$ cat src/rtl/uds_sa_pkg.sv
// ----------------------------------------------------------------------------
// uds_sa_pkg
// Shared types and constants of the UDS SecurityAccess engine.
// ----------------------------------------------------------------------------
`default_nettype none

package uds_sa_pkg;

  localparam int unsigned KEY_BYTES = 4;

  localparam logic [31:0] LCG_SEED_INIT = 32'h1357_9BDF;
  localparam logic [31:0] LCG_MUL       = 32'd1664525;
  localparam logic [31:0] LCG_ADD       = 32'd1013904223;
  localparam logic [31:0] SEED_NONZERO  = 32'hA5A5_A5A5;
  localparam logic [7:0]  COUNT_MAX     = 8'hFF;

  localparam logic [7:0] NRC_SFNS     = 8'h12;
  localparam logic [7:0] NRC_LEN      = 8'h13;
  localparam logic [7:0] NRC_COND     = 8'h22;
  localparam logic [7:0] NRC_SEQ      = 8'h24;
  localparam logic [7:0] NRC_BADKEY   = 8'h35;
  localparam logic [7:0] NRC_ATTEMPTS = 8'h36;
  localparam logic [7:0] NRC_DELAY    = 8'h37;

  localparam logic [6:0] SUB_SEED_L1 = 7'd1;
  localparam logic [6:0] SUB_KEY_L1  = 7'd2;
  localparam logic [6:0] SUB_SEED_L3 = 7'd3;
  localparam logic [6:0] SUB_KEY_L3  = 7'd4;

  localparam logic [1:0] CFG_MAX_ATTEMPTS  = 2'd0;
  localparam logic [1:0] CFG_LOCKOUT_TICKS = 2'd1;
  localparam logic [1:0] CFG_KEY_MODE      = 2'd2;

  localparam logic [7:0]  MAX_ATTEMPTS_RST  = 8'd3;
  localparam logic [15:0] LOCKOUT_TICKS_RST = 16'd10000;
  localparam logic        KEY_MODE_RST      = 1'b1;

  localparam logic [2:0] LEN_NEG = 3'd3;
  localparam logic [2:0] LEN_KEY = 3'd2;

  typedef enum logic [1:0] {
    CMD_REQ  = 2'd0,
    CMD_TICK = 2'd1,
    CMD_DROP = 2'd2
  } cmd_e;

  typedef enum logic [1:0] {
    KIND_NONE = 2'd0,
    KIND_POS  = 2'd1,
    KIND_NEG  = 2'd2
  } kind_e;

  typedef struct packed {
    logic [7:0]  max_attempts;
    logic [15:0] lockout_ticks;
    logic        key_mode;
  } cfg_t;

  typedef struct packed {
    logic [1:0]  cmd;
    logic [7:0]  sub_function;
    logic [7:0]  req_length;
    logic [31:0] key_value;
    logic [31:0] entropy;
    logic        access_allowed;
    logic        level_open;
  } req_t;

  typedef struct packed {
    logic [1:0]  resp_kind;
    logic [2:0]  resp_length;
    logic [6:0]  resp_sub;
    logic [7:0]  nrc_code;
    logic [31:0] seed_out;
    logic [1:0]  unlock_level;
    logic        relocked;
  } res_t;

endpackage

`default_nettype wire

$ cat src/rtl/uds_sa_cfg.sv
// ----------------------------------------------------------------------------
// uds_sa_cfg
// Configuration registers: attempt limit, lockout length, key mode.
// ----------------------------------------------------------------------------
`default_nettype none

module uds_sa_cfg
  import uds_sa_pkg::*;
(
  input  wire logic        clk_i,
  input  wire logic        rst_ni,
  input  wire logic        cfg_we_i,
  input  wire logic [1:0]  cfg_index_i,
  input  wire logic [15:0] cfg_data_i,
  output cfg_t             cfg_o
);

  cfg_t cfg_q, cfg_d;

  always_comb begin
    cfg_d = cfg_q;
    if (cfg_we_i) begin
      case (cfg_index_i)
        CFG_MAX_ATTEMPTS:  cfg_d.max_attempts  = cfg_data_i[7:0];
        CFG_LOCKOUT_TICKS: cfg_d.lockout_ticks = cfg_data_i;
        CFG_KEY_MODE:      cfg_d.key_mode      = cfg_data_i[0];
        default:           cfg_d = cfg_q;
      endcase
    end
  end

  always_ff @(posedge clk_i or negedge rst_ni) begin
    if (!rst_ni) begin
      cfg_q.max_attempts  <= MAX_ATTEMPTS_RST;
      cfg_q.lockout_ticks <= LOCKOUT_TICKS_RST;
      cfg_q.key_mode      <= KEY_MODE_RST;
    end else begin
      cfg_q <= cfg_d;
    end
  end

  assign cfg_o = cfg_q;

endmodule

`default_nettype wire

$ cat src/rtl/uds_sa_core.sv
// ----------------------------------------------------------------------------
// uds_sa_core
// Security access state and the single-step request/tick/drop evaluation.
// ----------------------------------------------------------------------------
`default_nettype none

module uds_sa_core
  import uds_sa_pkg::*;
#(
  parameter int unsigned SEED_BYTES = 4
) (
  input  wire logic clk_i,
  input  wire logic rst_ni,
  input  wire logic fire_i,
  input  wire req_t req_i,
  input  wire cfg_t cfg_i,
  output res_t      res_o
);

  localparam int unsigned SEED_SHIFT = 8 * (4 - SEED_BYTES);
  localparam logic [2:0]  LEN_SEED   = 3'(2 + SEED_BYTES);
  localparam logic [7:0]  LEN_KEYREQ = 8'(2 + KEY_BYTES);

  logic [31:0] lcg_q, lcg_d;
  logic [31:0] seed_q, seed_d;
  logic        pend_q, pend_d;
  logic [1:0]  plvl_q, plvl_d;
  logic [7:0]  fail_q, fail_d;
  logic [15:0] lock_q, lock_d;

  logic [31:0] lcg_mul;
  logic [31:0] lcg_mix;
  logic [31:0] expect_key;
  logic [6:0]  sns;
  logic        suppress;
  logic [1:0]  key_level;
  logic [7:0]  fail_inc;

  assign sns        = req_i.sub_function[6:0];
  assign suppress   = req_i.sub_function[7];
  assign key_level  = 2'(sns - 7'd1);
  assign lcg_mul    = lcg_q * LCG_MUL + LCG_ADD;
  assign lcg_mix    = ((lcg_mul ^ req_i.entropy) == 32'd0) ? SEED_NONZERO
                                                           : (lcg_mul ^ req_i.entropy);
  assign expect_key = cfg_i.key_mode ? ~seed_q : 32'd0;
  assign fail_inc   = (fail_q < COUNT_MAX) ? fail_q + 8'd1 : fail_q;

  always_comb begin
    lcg_d  = lcg_q;
    seed_d = seed_q;
    pend_d = pend_q;
    plvl_d = plvl_q;
    fail_d = fail_q;
    lock_d = lock_q;
    res_o  = '0;

    case (req_i.cmd)
      CMD_REQ: begin
        res_o.resp_kind   = KIND_NEG;
        res_o.resp_length = LEN_NEG;
        if (req_i.req_length < 8'd2) begin
          res_o.nrc_code = NRC_LEN;
        end else if (lock_q != 16'd0) begin
          res_o.nrc_code = NRC_DELAY;
        end else if (!req_i.access_allowed) begin
          res_o.nrc_code = NRC_COND;
        end else if (sns == SUB_SEED_L1 || sns == SUB_SEED_L3) begin
          if (req_i.req_length != 8'd2) begin
            res_o.nrc_code = NRC_LEN;
          end else begin
            res_o = '0;
            if (!req_i.level_open) begin
              lcg_d  = lcg_mix;
              seed_d = lcg_mix;
              pend_d = 1'b1;
              plvl_d = sns[1:0];
            end
            if (!suppress) begin
              res_o.resp_kind   = KIND_POS;
              res_o.resp_length = LEN_SEED;
              res_o.resp_sub    = sns;
              if (!req_i.level_open) begin
                res_o.seed_out = lcg_mix >> SEED_SHIFT;
              end
            end
          end
        end else if (sns == SUB_KEY_L1 || sns == SUB_KEY_L3) begin
          if (req_i.req_length != LEN_KEYREQ) begin
            res_o.nrc_code = NRC_LEN;
          end else if (!pend_q || plvl_q != key_level) begin
            res_o.nrc_code = NRC_SEQ;
          end else if (req_i.key_value != expect_key) begin
            pend_d         = 1'b0;
            plvl_d         = 2'd0;
            fail_d         = fail_inc;
            res_o.relocked = 1'b1;
            if (fail_inc >= cfg_i.max_attempts) begin
              lock_d         = cfg_i.lockout_ticks;
              res_o.nrc_code = NRC_ATTEMPTS;
            end else begin
              res_o.nrc_code = NRC_BADKEY;
            end
          end else begin
            pend_d             = 1'b0;
            plvl_d             = 2'd0;
            fail_d             = 8'd0;
            res_o              = '0;
            res_o.unlock_level = key_level;
            if (!suppress) begin
              res_o.resp_kind   = KIND_POS;
              res_o.resp_length = LEN_KEY;
              res_o.resp_sub    = sns;
            end
          end
        end else begin
          res_o.nrc_code = NRC_SFNS;
        end
      end
      CMD_TICK: begin
        if (lock_q != 16'd0) begin
          lock_d = lock_q - 16'd1;
          if (lock_q == 16'd1) begin
            fail_d = 8'd0;
          end
        end
      end
      CMD_DROP: begin
        pend_d = 1'b0;
        plvl_d = 2'd0;
        seed_d = 32'd0;
      end
      default: begin
        res_o = '0;
      end
    endcase
  end

  always_ff @(posedge clk_i or negedge rst_ni) begin
    if (!rst_ni) begin
      lcg_q  <= LCG_SEED_INIT;
      seed_q <= 32'd0;
      pend_q <= 1'b0;
      plvl_q <= 2'd0;
      fail_q <= 8'd0;
      lock_q <= 16'd0;
    end else if (fire_i) begin
      lcg_q  <= lcg_d;
      seed_q <= seed_d;
      pend_q <= pend_d;
      plvl_q <= plvl_d;
      fail_q <= fail_d;
      lock_q <= lock_d;
    end
  end

endmodule

`default_nettype wire

$ cat src/rtl/uds_security_access_engine.sv
// ----------------------------------------------------------------------------
// uds_security_access_engine
// UDS SecurityAccess (0x27) server engine for levels 1 and 3.
// ----------------------------------------------------------------------------
// Usage:
//   Input channel (in_valid_i / in_stall_o) carries one item per request:
//   a service request, a millisecond tick or a handshake drop. Every item
//   gives exactly one result on the output channel (out_valid_o /
//   out_stall_i); ticks and drops give a result with resp_kind zero.
//   The config channel (cfg_valid_i / cfg_ready_o) writes max_attempts,
//   lockout_ticks and key_mode by index; it is always ready.
//   An accepted item passes the input register, then the result register;
//   the single evaluation step with its constant LCG multiply sits between
//   them. Throughput: one item per cycle while the receiver does not stall.
//   When the receiver stalls, the result holds, the input register keeps
//   its item and in_stall_o rises once that register is occupied.
//   Reset clears the handshake, failure count, lockout and both registers'
//   valid bits, and loads the configuration defaults and LCG start word.
// ----------------------------------------------------------------------------
`default_nettype none

module uds_security_access_engine
  import uds_sa_pkg::*;
#(
  parameter int unsigned SEED_BYTES = 4
) (
  input  wire logic        clk_i,
  input  wire logic        rst_ni,
  input  wire logic        cfg_valid_i,
  output logic             cfg_ready_o,
  input  wire logic [1:0]  cfg_index_i,
  input  wire logic [15:0] cfg_data_i,
  input  wire logic        in_valid_i,
  output logic             in_stall_o,
  input  wire logic [1:0]  cmd_i,
  input  wire logic [7:0]  sub_function_i,
  input  wire logic [7:0]  req_length_i,
  input  wire logic [31:0] key_value_i,
  input  wire logic [31:0] entropy_i,
  input  wire logic        access_allowed_i,
  input  wire logic        level_open_i,
  output logic             out_valid_o,
  input  wire logic        out_stall_i,
  output logic [1:0]       resp_kind_o,
  output logic [2:0]       resp_length_o,
  output logic [6:0]       resp_sub_o,
  output logic [7:0]       nrc_code_o,
  output logic [31:0]      seed_out_o,
  output logic [1:0]       unlock_level_o,
  output logic             relocked_o
);

  cfg_t cfg;
  req_t req_q;
  res_t res, res_q;
  logic s1_valid_q, s1_valid_d;
  logic out_valid_q, out_valid_d;
  logic adv, in_acc, fire;

  assign cfg_ready_o = 1'b1;

  uds_sa_cfg u_cfg (
    .clk_i       (clk_i),
    .rst_ni      (rst_ni),
    .cfg_we_i    (cfg_valid_i & cfg_ready_o),
    .cfg_index_i (cfg_index_i),
    .cfg_data_i  (cfg_data_i),
    .cfg_o       (cfg)
  );

  assign adv        = !out_valid_q || !out_stall_i;
  assign in_stall_o = s1_valid_q && !adv;
  assign in_acc     = in_valid_i && !in_stall_o;
  assign fire       = s1_valid_q && adv;

  always_comb begin
    s1_valid_d = s1_valid_q;
    if (in_acc) begin
      s1_valid_d = 1'b1;
    end else if (adv) begin
      s1_valid_d = 1'b0;
    end
    out_valid_d = adv ? s1_valid_q : out_valid_q;
  end

  always_ff @(posedge clk_i or negedge rst_ni) begin
    if (!rst_ni) begin
      s1_valid_q  <= 1'b0;
      out_valid_q <= 1'b0;
    end else begin
      s1_valid_q  <= s1_valid_d;
      out_valid_q <= out_valid_d;
    end
  end

  always_ff @(posedge clk_i) begin
    if (in_acc) begin
      req_q <= '{cmd: cmd_i, sub_function: sub_function_i, req_length: req_length_i,
                 key_value: key_value_i, entropy: entropy_i,
                 access_allowed: access_allowed_i, level_open: level_open_i};
    end
    if (fire) begin
      res_q <= res;
    end
  end

  uds_sa_core #(
    .SEED_BYTES (SEED_BYTES)
  ) u_core (
    .clk_i  (clk_i),
    .rst_ni (rst_ni),
    .fire_i (fire),
    .req_i  (req_q),
    .cfg_i  (cfg),
    .res_o  (res)
  );

  assign out_valid_o    = out_valid_q;
  assign resp_kind_o    = res_q.resp_kind;
  assign resp_length_o  = res_q.resp_length;
  assign resp_sub_o     = res_q.resp_sub;
  assign nrc_code_o     = res_q.nrc_code;
  assign seed_out_o     = res_q.seed_out;
  assign unlock_level_o = res_q.unlock_level;
  assign relocked_o     = res_q.relocked;

endmodule

`default_nettype wire

$ cat config.mk
export PLATFORM = sky130hd
export DESIGN_NAME = uds_security_access_engine
export DESIGN_NICKNAME = d
export VERILOG_FILES = /design/src/rtl/uds_sa_pkg.sv /design/src/rtl/uds_sa_cfg.sv /design/src/rtl/uds_sa_core.sv /design/src/rtl/uds_security_access_engine.sv
export SDC_FILE = /design/constraint.sdc
export NUM_CORES = 1
export LEC_CHECK = 0
export BUFFER_PORTS_ARGS = -buffer_cell sky130_fd_sc_hd__buf_2
export CORE_MARGIN = 5
export CORE_UTILIZATION = 63
export CTS_BUF_LIST = sky130_fd_sc_hd__clkbuf_8
export CTS_CLUSTER_SIZE = 25
export DETAILED_ROUTE_END_ITERATION = 7
export PLACE_DENSITY_LB_ADDON = 0.12
export SLEW_MARGIN = 5
export SYNTH_ARGS = -nofsm -noshare
export SYNTH_HDL_FRONTEND = slang
export SYNTH_HIERARCHICAL = 1
export SYNTH_SLANG_ARGS = --single-unit
$ cat constraint.sdc
create_clock -name clk_i -period 9.7 [get_ports clk_i]
set_clock_uncertainty 0.15 [all_clocks]
set_input_delay 0.97 -clock clk_i [delete_from_list [all_inputs] [get_ports clk_i]]
set_output_delay 0.97 -clock clk_i [all_outputs]
set_load 0.005 [all_outputs]
======== Word-level counts from Yosys, hierarchy flattened ========
Cells that the tools add are included.
operators by class
  $add $sub $neg .......................... 4
  multipliers ............................. 1
  divide/modulo/power cells ............... 0
  $lt $le $gt $ge ......................... 3
  eq/ne operators ......................... 32
  shift operators ......................... 0
  muxes and demuxes ....................... 82
  bitwise operators ....................... 8
  reductions and logical operators ........ 29
operator list
  operator                                              number
  2-to-1 mux 32 bit                                     10
  2-to-1 mux 16 bit                                     10
  2-to-1 mux 8 bit                                      14
  2-to-1 mux 12 bit                                     8
  one-hot mux 32 bit (2 select lines)                   1
  2-to-1 mux 55 bit                                     1
  2-to-1 mux 35 bit                                     1
  adder 32 x 30 -> 32 bit, second input constant        1
  zero test 32 bit                                      1
  multiplier 32 x 21 -> 32 bit, second input constant   1
  != test 32 bit                                        1
  inverter 32 bit                                       1
  one-hot mux 16 bit (2 select lines)                   1
  XOR 32 bit                                            1
  2-to-1 mux 11 bit                                     2
  2-to-1 mux 2 bit                                      11
  2-to-1 mux 6 bit                                      3
  equality test 16 x 1 -> 1 bit, second input constant  1
  != test 2 bit, second input constant                  8
  one-hot mux 8 bit (2 select lines)                    1
  AND reduction 8 bit                                   2
  nonzero test 16 bit                                   1
  subtractor 16 x 1 -> 16 bit, second input constant    1
  equality test 7 x 2 -> 1 bit, second input constant   2
  other kinds (33)                                      75
storage, ports and cells
  flip-flop bits (word level) ............. 257
  latch bits .............................. 0
  memory bits (writable) .................. 0
  bits in read-only memories .............. 0
  input port bits ......................... 107
  output and inout bits ................... 58
  word-level logic and storage cells ...... 188
  memories kept ........................... 0

======== Logic depth before layout (Yosys ltp) ========
  word-level depth ........................ 13
  mapped depth ............................ 27
  gate-level depth less buffers ........... 25

======== Hierarchy ========
Netlist, hierarchy kept.
modules (own cells, without submodules)
  module                      times used  cells each  area each (µm²)  sequential area each (µm²)
  uds_sa_core                 1           1545        13387.8          2302.2
  uds_security_access_engine  1           149         4277.9           4224.1
  uds_sa_cfg                  1           54          974.7            635.6

======== Least setup slack after synthesis ========
OpenSTA, ideal clock, no wires.
  kind .................................... input-to-reg
  from .................................... input out_stall_i
  to ...................................... register u_core.fail_q[3]
  library setup time ...................... 0.076 ns
  data arrival time ....................... 7.251 ns
  data required time ...................... 9.474 ns
  slack ................................... 2.223 ns
  stages on the path ...................... 6
  path buffers ............................ 0
  path through ............................ a21boi_0 > nand4b_1 > or3_1 > nor2_1 > o21ai_0 > o21ai_1
on the way
  longest elaborated chain between the ends .. 4
ends and longest elaborated chain
  what                                   line                              text
  start, declared                        uds_security_access_engine.sv:43  input wire logic out_stall_i,
  zero test 1 bit                        uds_security_access_engine.sv:71  assign adv = !out_valid_q || !out_stall_i;
  logical OR 1 bit                       uds_security_access_engine.sv:71
  logical AND 1 bit                      uds_security_access_engine.sv:74  assign fire = s1_valid_q && adv;
  AND reduction 11 bit (no source line)  n/a
  end signal, assigned                   uds_sa_core.sv:151                fail_q <= fail_d;
  end, declared                          uds_sa_core.sv:28                 logic [7:0] fail_q, fail_d;
No other way between the ends.
A chain may end at the register's enable or synchronous reset.

======== Worst setup path after layout ========
  from .................................... register u_core.lcg_q[1]
  to ...................................... register res_q, in the netlist seed_out_o[2] (data pin)
on the way
  longest elaborated chain between the ends .. 9
ends and longest elaborated chain
  what                              line                                  text
  start, declared                   uds_sa_core.sv:24                     logic [31:0] lcg_q, lcg_d;
  start signal, assigned            uds_sa_core.sv:147                    lcg_q <= lcg_d;
  multiplier 32 x 21 -> 32 bit (*)  uds_sa_core.sv:42                     assign lcg_mul = lcg_q * LCG_MUL + LCG_ADD;
  adder 32 x 30 -> 32 bit (*)       uds_sa_core.sv:42
  XOR 32 bit (*)                    uds_sa_core.sv:43, uds_sa_core.sv:44
  zero test 32 bit                  uds_sa_core.sv:43                     assign lcg_mix = ((lcg_mul ^ req_i.entropy) == 32'd0) ? SEED_NONZERO
  2-to-1 mux 32 bit (*)             uds_sa_core.sv:43
  2-to-1 mux 32 bit (*)             uds_sa_core.sv:82                     if (!req_i.level_open) begin
  2-to-1 mux 32 bit (*)             uds_sa_core.sv:78                     if (!suppress) begin
  2-to-1 mux 35 bit (*)             uds_sa_core.sv:68                     if (req_i.req_length != 8'd2) begin
  2-to-1 mux 55 bit (*)             uds_sa_core.sv:67                     end else if (sns == SUB_SEED_L1 || sns == SUB_SEED_L3) begin
  end signal, assigned              uds_security_access_engine.sv:103     res_q <= res;
  end, declared                     uds_security_access_engine.sv:55      res_t res, res_q;
Mark *: on every way between the ends. The rest lies on a longest branch, timed or not.

==> impl_metrics.json <==
{
  "status": "completed",
  "final_cell_mix": "inv_1 (287), ha_1 (175), buf_2 (162)",
  "core_area_sq_mm": 0.0294,
  "fin_crit_sh": 0.831,
  "reg2reg_setup_slack_ps": 1640,
  "cts_setup_buffers": 0,
  "max_stage_delay_ps": 920,
  "synth-seq-cells": 257,
  "cts_tree": "built",
  "max_slew.worst_pin.slew_ps": 1190,
  "grt_pass1_wl_um": 77600,
  "use_met2": 0.465,
  "endpoint": "seed_out_o[2]",
  "crit_fanout": 11,
  "rsz0062_at_grt": "false",
  "insertion_delay_ps": 600,
  "hold_buffers": 0,
  "overflow": 0,
  "clkTransAtPathRegs_ps": 60,
  "drive_gt1_frac": 0.164,
  "n_antenna_cell": 0,
  "htreeDepth": 2,
  "io_buffers": 163,
  "period_needed_ps": 8060,
  "dp_hpwl_um": 39500,
  "ys_warn_count": 6,
  "wl_per_cell_um": 21.2,
  "fin_nets": 2331,
  "setup_violations": 0,
  "cts_resized": 0,
  "synthArstFlopShare": 0.459,
  "layout_commonest_cell": "inv_1",
  "start_util": 0.634,
  "rows": 63,
  "antenna_found_initial": 0,
  "start_kind": "flop",
  "grt_max_degree": 66,
  "place_congestion": 0.927,
  "top_usage_layer": "met2",
  "ctsRootBufferMaster": "clkbuf_8",
  "synth-edff-count": 139,
  "syn_to_final_growth_pct": 10.7,
  "synth_top_area_share": 0.224,
  "ys_types": 80,
  "maxCapViolations": 0,
  "synth_top_area_cell": "edfxtp_1",
  "num_vias": 13580,
  "arrival_ps": 8340,
  "path_common_cell": "fa_1",
  "numClockSinks": 257,
  "drtPass1Iterations": 5,
  "grtUsageMet1": 0.437,
  "grt_pass1_vias": 13994,
  "io_pins": 165,
  "required_ps": 9970,
  "ys.flop_type": "edfxtp_1",
  "die_y_um": 182,
  "seq_area_sq_mm": 0.00716,
  "cp_cell_sequence": "inv_1, ha_1, xor2_1, xor2_1, fa_1, inv_1, fa_1, fa_1, fa_1, inv_1, fa_1, inv_1, ha_1, nand2_1, o21ai_0, nand2b_1, o221ai_1, a211oi_1, nand4_1, nor4_2, and4_1, nor2_1, nor2_1",
  "drt_wl_total_um": 49500,
  "cp-end-kind": "flop",
  "r2r_cells": 23,
  "dieWidth_um": 182,
  "grt_use_total": 0.301,
  "synth_cells": 1748,
  "multi_input_area_sq_mm": 0.0102,
  "crit_type": "reg -> reg",
  "max_freq_mhz": 124,
  "r2r-end": "seed_out_o[2]",
  "tns_ps": 0,
  "drv_slew": 0,
  "vias_per_cell": 5.81,
  "netlist_area_sq_mm": 0.0186,
  "ys_seq_area_frac": 0.384,
  "netlist_top_cells_area": "edfxtp_1 (22%), fa_1 (15%), dfrtp_1 (12%)",
  "cts_buffer_depth": 3,
  "final_hold_viol_count": 0,
  "dieArea_sq_mm": 0.0331,
  "cts_buffers": 44,
  "hp-class": "in -> async",
  "slew_headroom": 0.189,
  "startpoint": "u_core/lcg_q[1]",
  "drc": 0,
  "critPathSlowestCell": "a211oi_1",
  "drt-initial-drc-count": 1220,
  "postRouteAntennaNets": 0,
  "r2r_start": "u_core/lcg_q[1]",
  "fillers": 2234,
  "use_met3": 0.0617,
  "synth_area_per_cell_sq_um": 10.7
}
## state kept, by name, indices dropped and copies added, names as in the netlist
signal and count:
u_core/lock_q 16, req_q 84, seed_out_o 32, nrc_code_o 8
u_core/pend_q 1, unlock_level_o 2, u_cfg/cfg_o 25, resp_sub_o 7
u_core/fail_q 8, out_valid_o 1, u_core/seed_q 32, relocked_o 1
resp_kind_o 2, u_core/lcg_q 32, u_core/plvl_q 2, resp_length_o 3
s1_valid_q 1
## worst min-delay path by stage
stage	from	endpoint	cells after the start
after detailed placement	u_core/pend_q	u_core/pend_q	2
after global routing	rst_ni	u_core/lock_q[14]	1
after global placement	u_core/pend_q	u_core/pend_q	2
after floorplan	u_core/seed_q[25]	u_core/seed_q[25]	2
after CTS	rst_ni	u_cfg/cfg_o[2]	1
final	rst_ni	u_cfg/cfg_o[13]	1
## stage by stage
stage	hold WS [ps]	cells	worst slack [ps]	area, sq um	utilization
4_1_cts	284	2338	1700	20600	0.702
5_1_grt	321	2338	1220	20600	0.702
3_5_place_dp	325	2256	1720	19800	0.673
2_1_floorplan	290	1754	2220	18700	-
6_report	267	2338	1640	20600	0.702
3_3_place_gp	313	2256	1820	19800	0.673
## logic make-up after synthesis
group                      count (synthesis)  synth area share
other                                      2          0.000403
and+or+nand+nor                          427             0.117
buffers and inverters                    333            0.0699
AOI/OAI and AO/OA                        296             0.104
adders and majority gates                312             0.265
xor gates and xnor gates                  94            0.0442
DFF                                      257             0.384
muxes                                     27            0.0162
## layer usage
layer	wire length (um)	up-vias
li1	-	6262
met1	21800	6674
met2	22400	564
met3	3850	80
met4	1430	0
met5	0	-
## worst max-delay path, delay by kind of cell (launching register included)
kind	cells	cell delay, ps
compound gates	3	1390
xor+xnor	2	640
fa+ha+maj	7	3090
buf+inv	4	340
flops	1	660
simple gates	7	1620
## synthesized netlist by cell type (7+ instances only)
cell type    n
xnor2_1     71
nor4_1       9
nand2_1    115
a21o_1      16
nor2_1     125
o31ai_1     18
nor3b_1     19
dfrtp_1     90
clkbuf_1    41
a21oi_1     66
inv_1      274
mux2_2      25
or2_2       12
nor3_1      18
a22o_1       8
and3_1       8
fa_1       137
and2_1      12
dfstp_2     28
a211o_1     17
a22oi_1      7
a31oi_1     12
or3_1        7
edfxtp_1   139
o21ai_1     13
buf_4       10
nand3_1     27
ha_1       175
xor2_1      23
o21a_1      11
o21ai_0     76
nand2b_1    16
nor4bb_1    14
nand4_1     14
## cell type report
cell class | count | share of cell area
clock buffers | 47 | 0.0313
clock inverters | 35 | 0.0102
inverters | 274 | 0.0498
multi-input cells | 1164 | 0.495
flip-flops and latches | 257 | 0.347
well taps | 390 | 0.0236
repair buffers | 171 | 0.0426
Power is not shown: default switching activity piles up to over one toggle a cycle in this logic, so the estimate is an artifact.
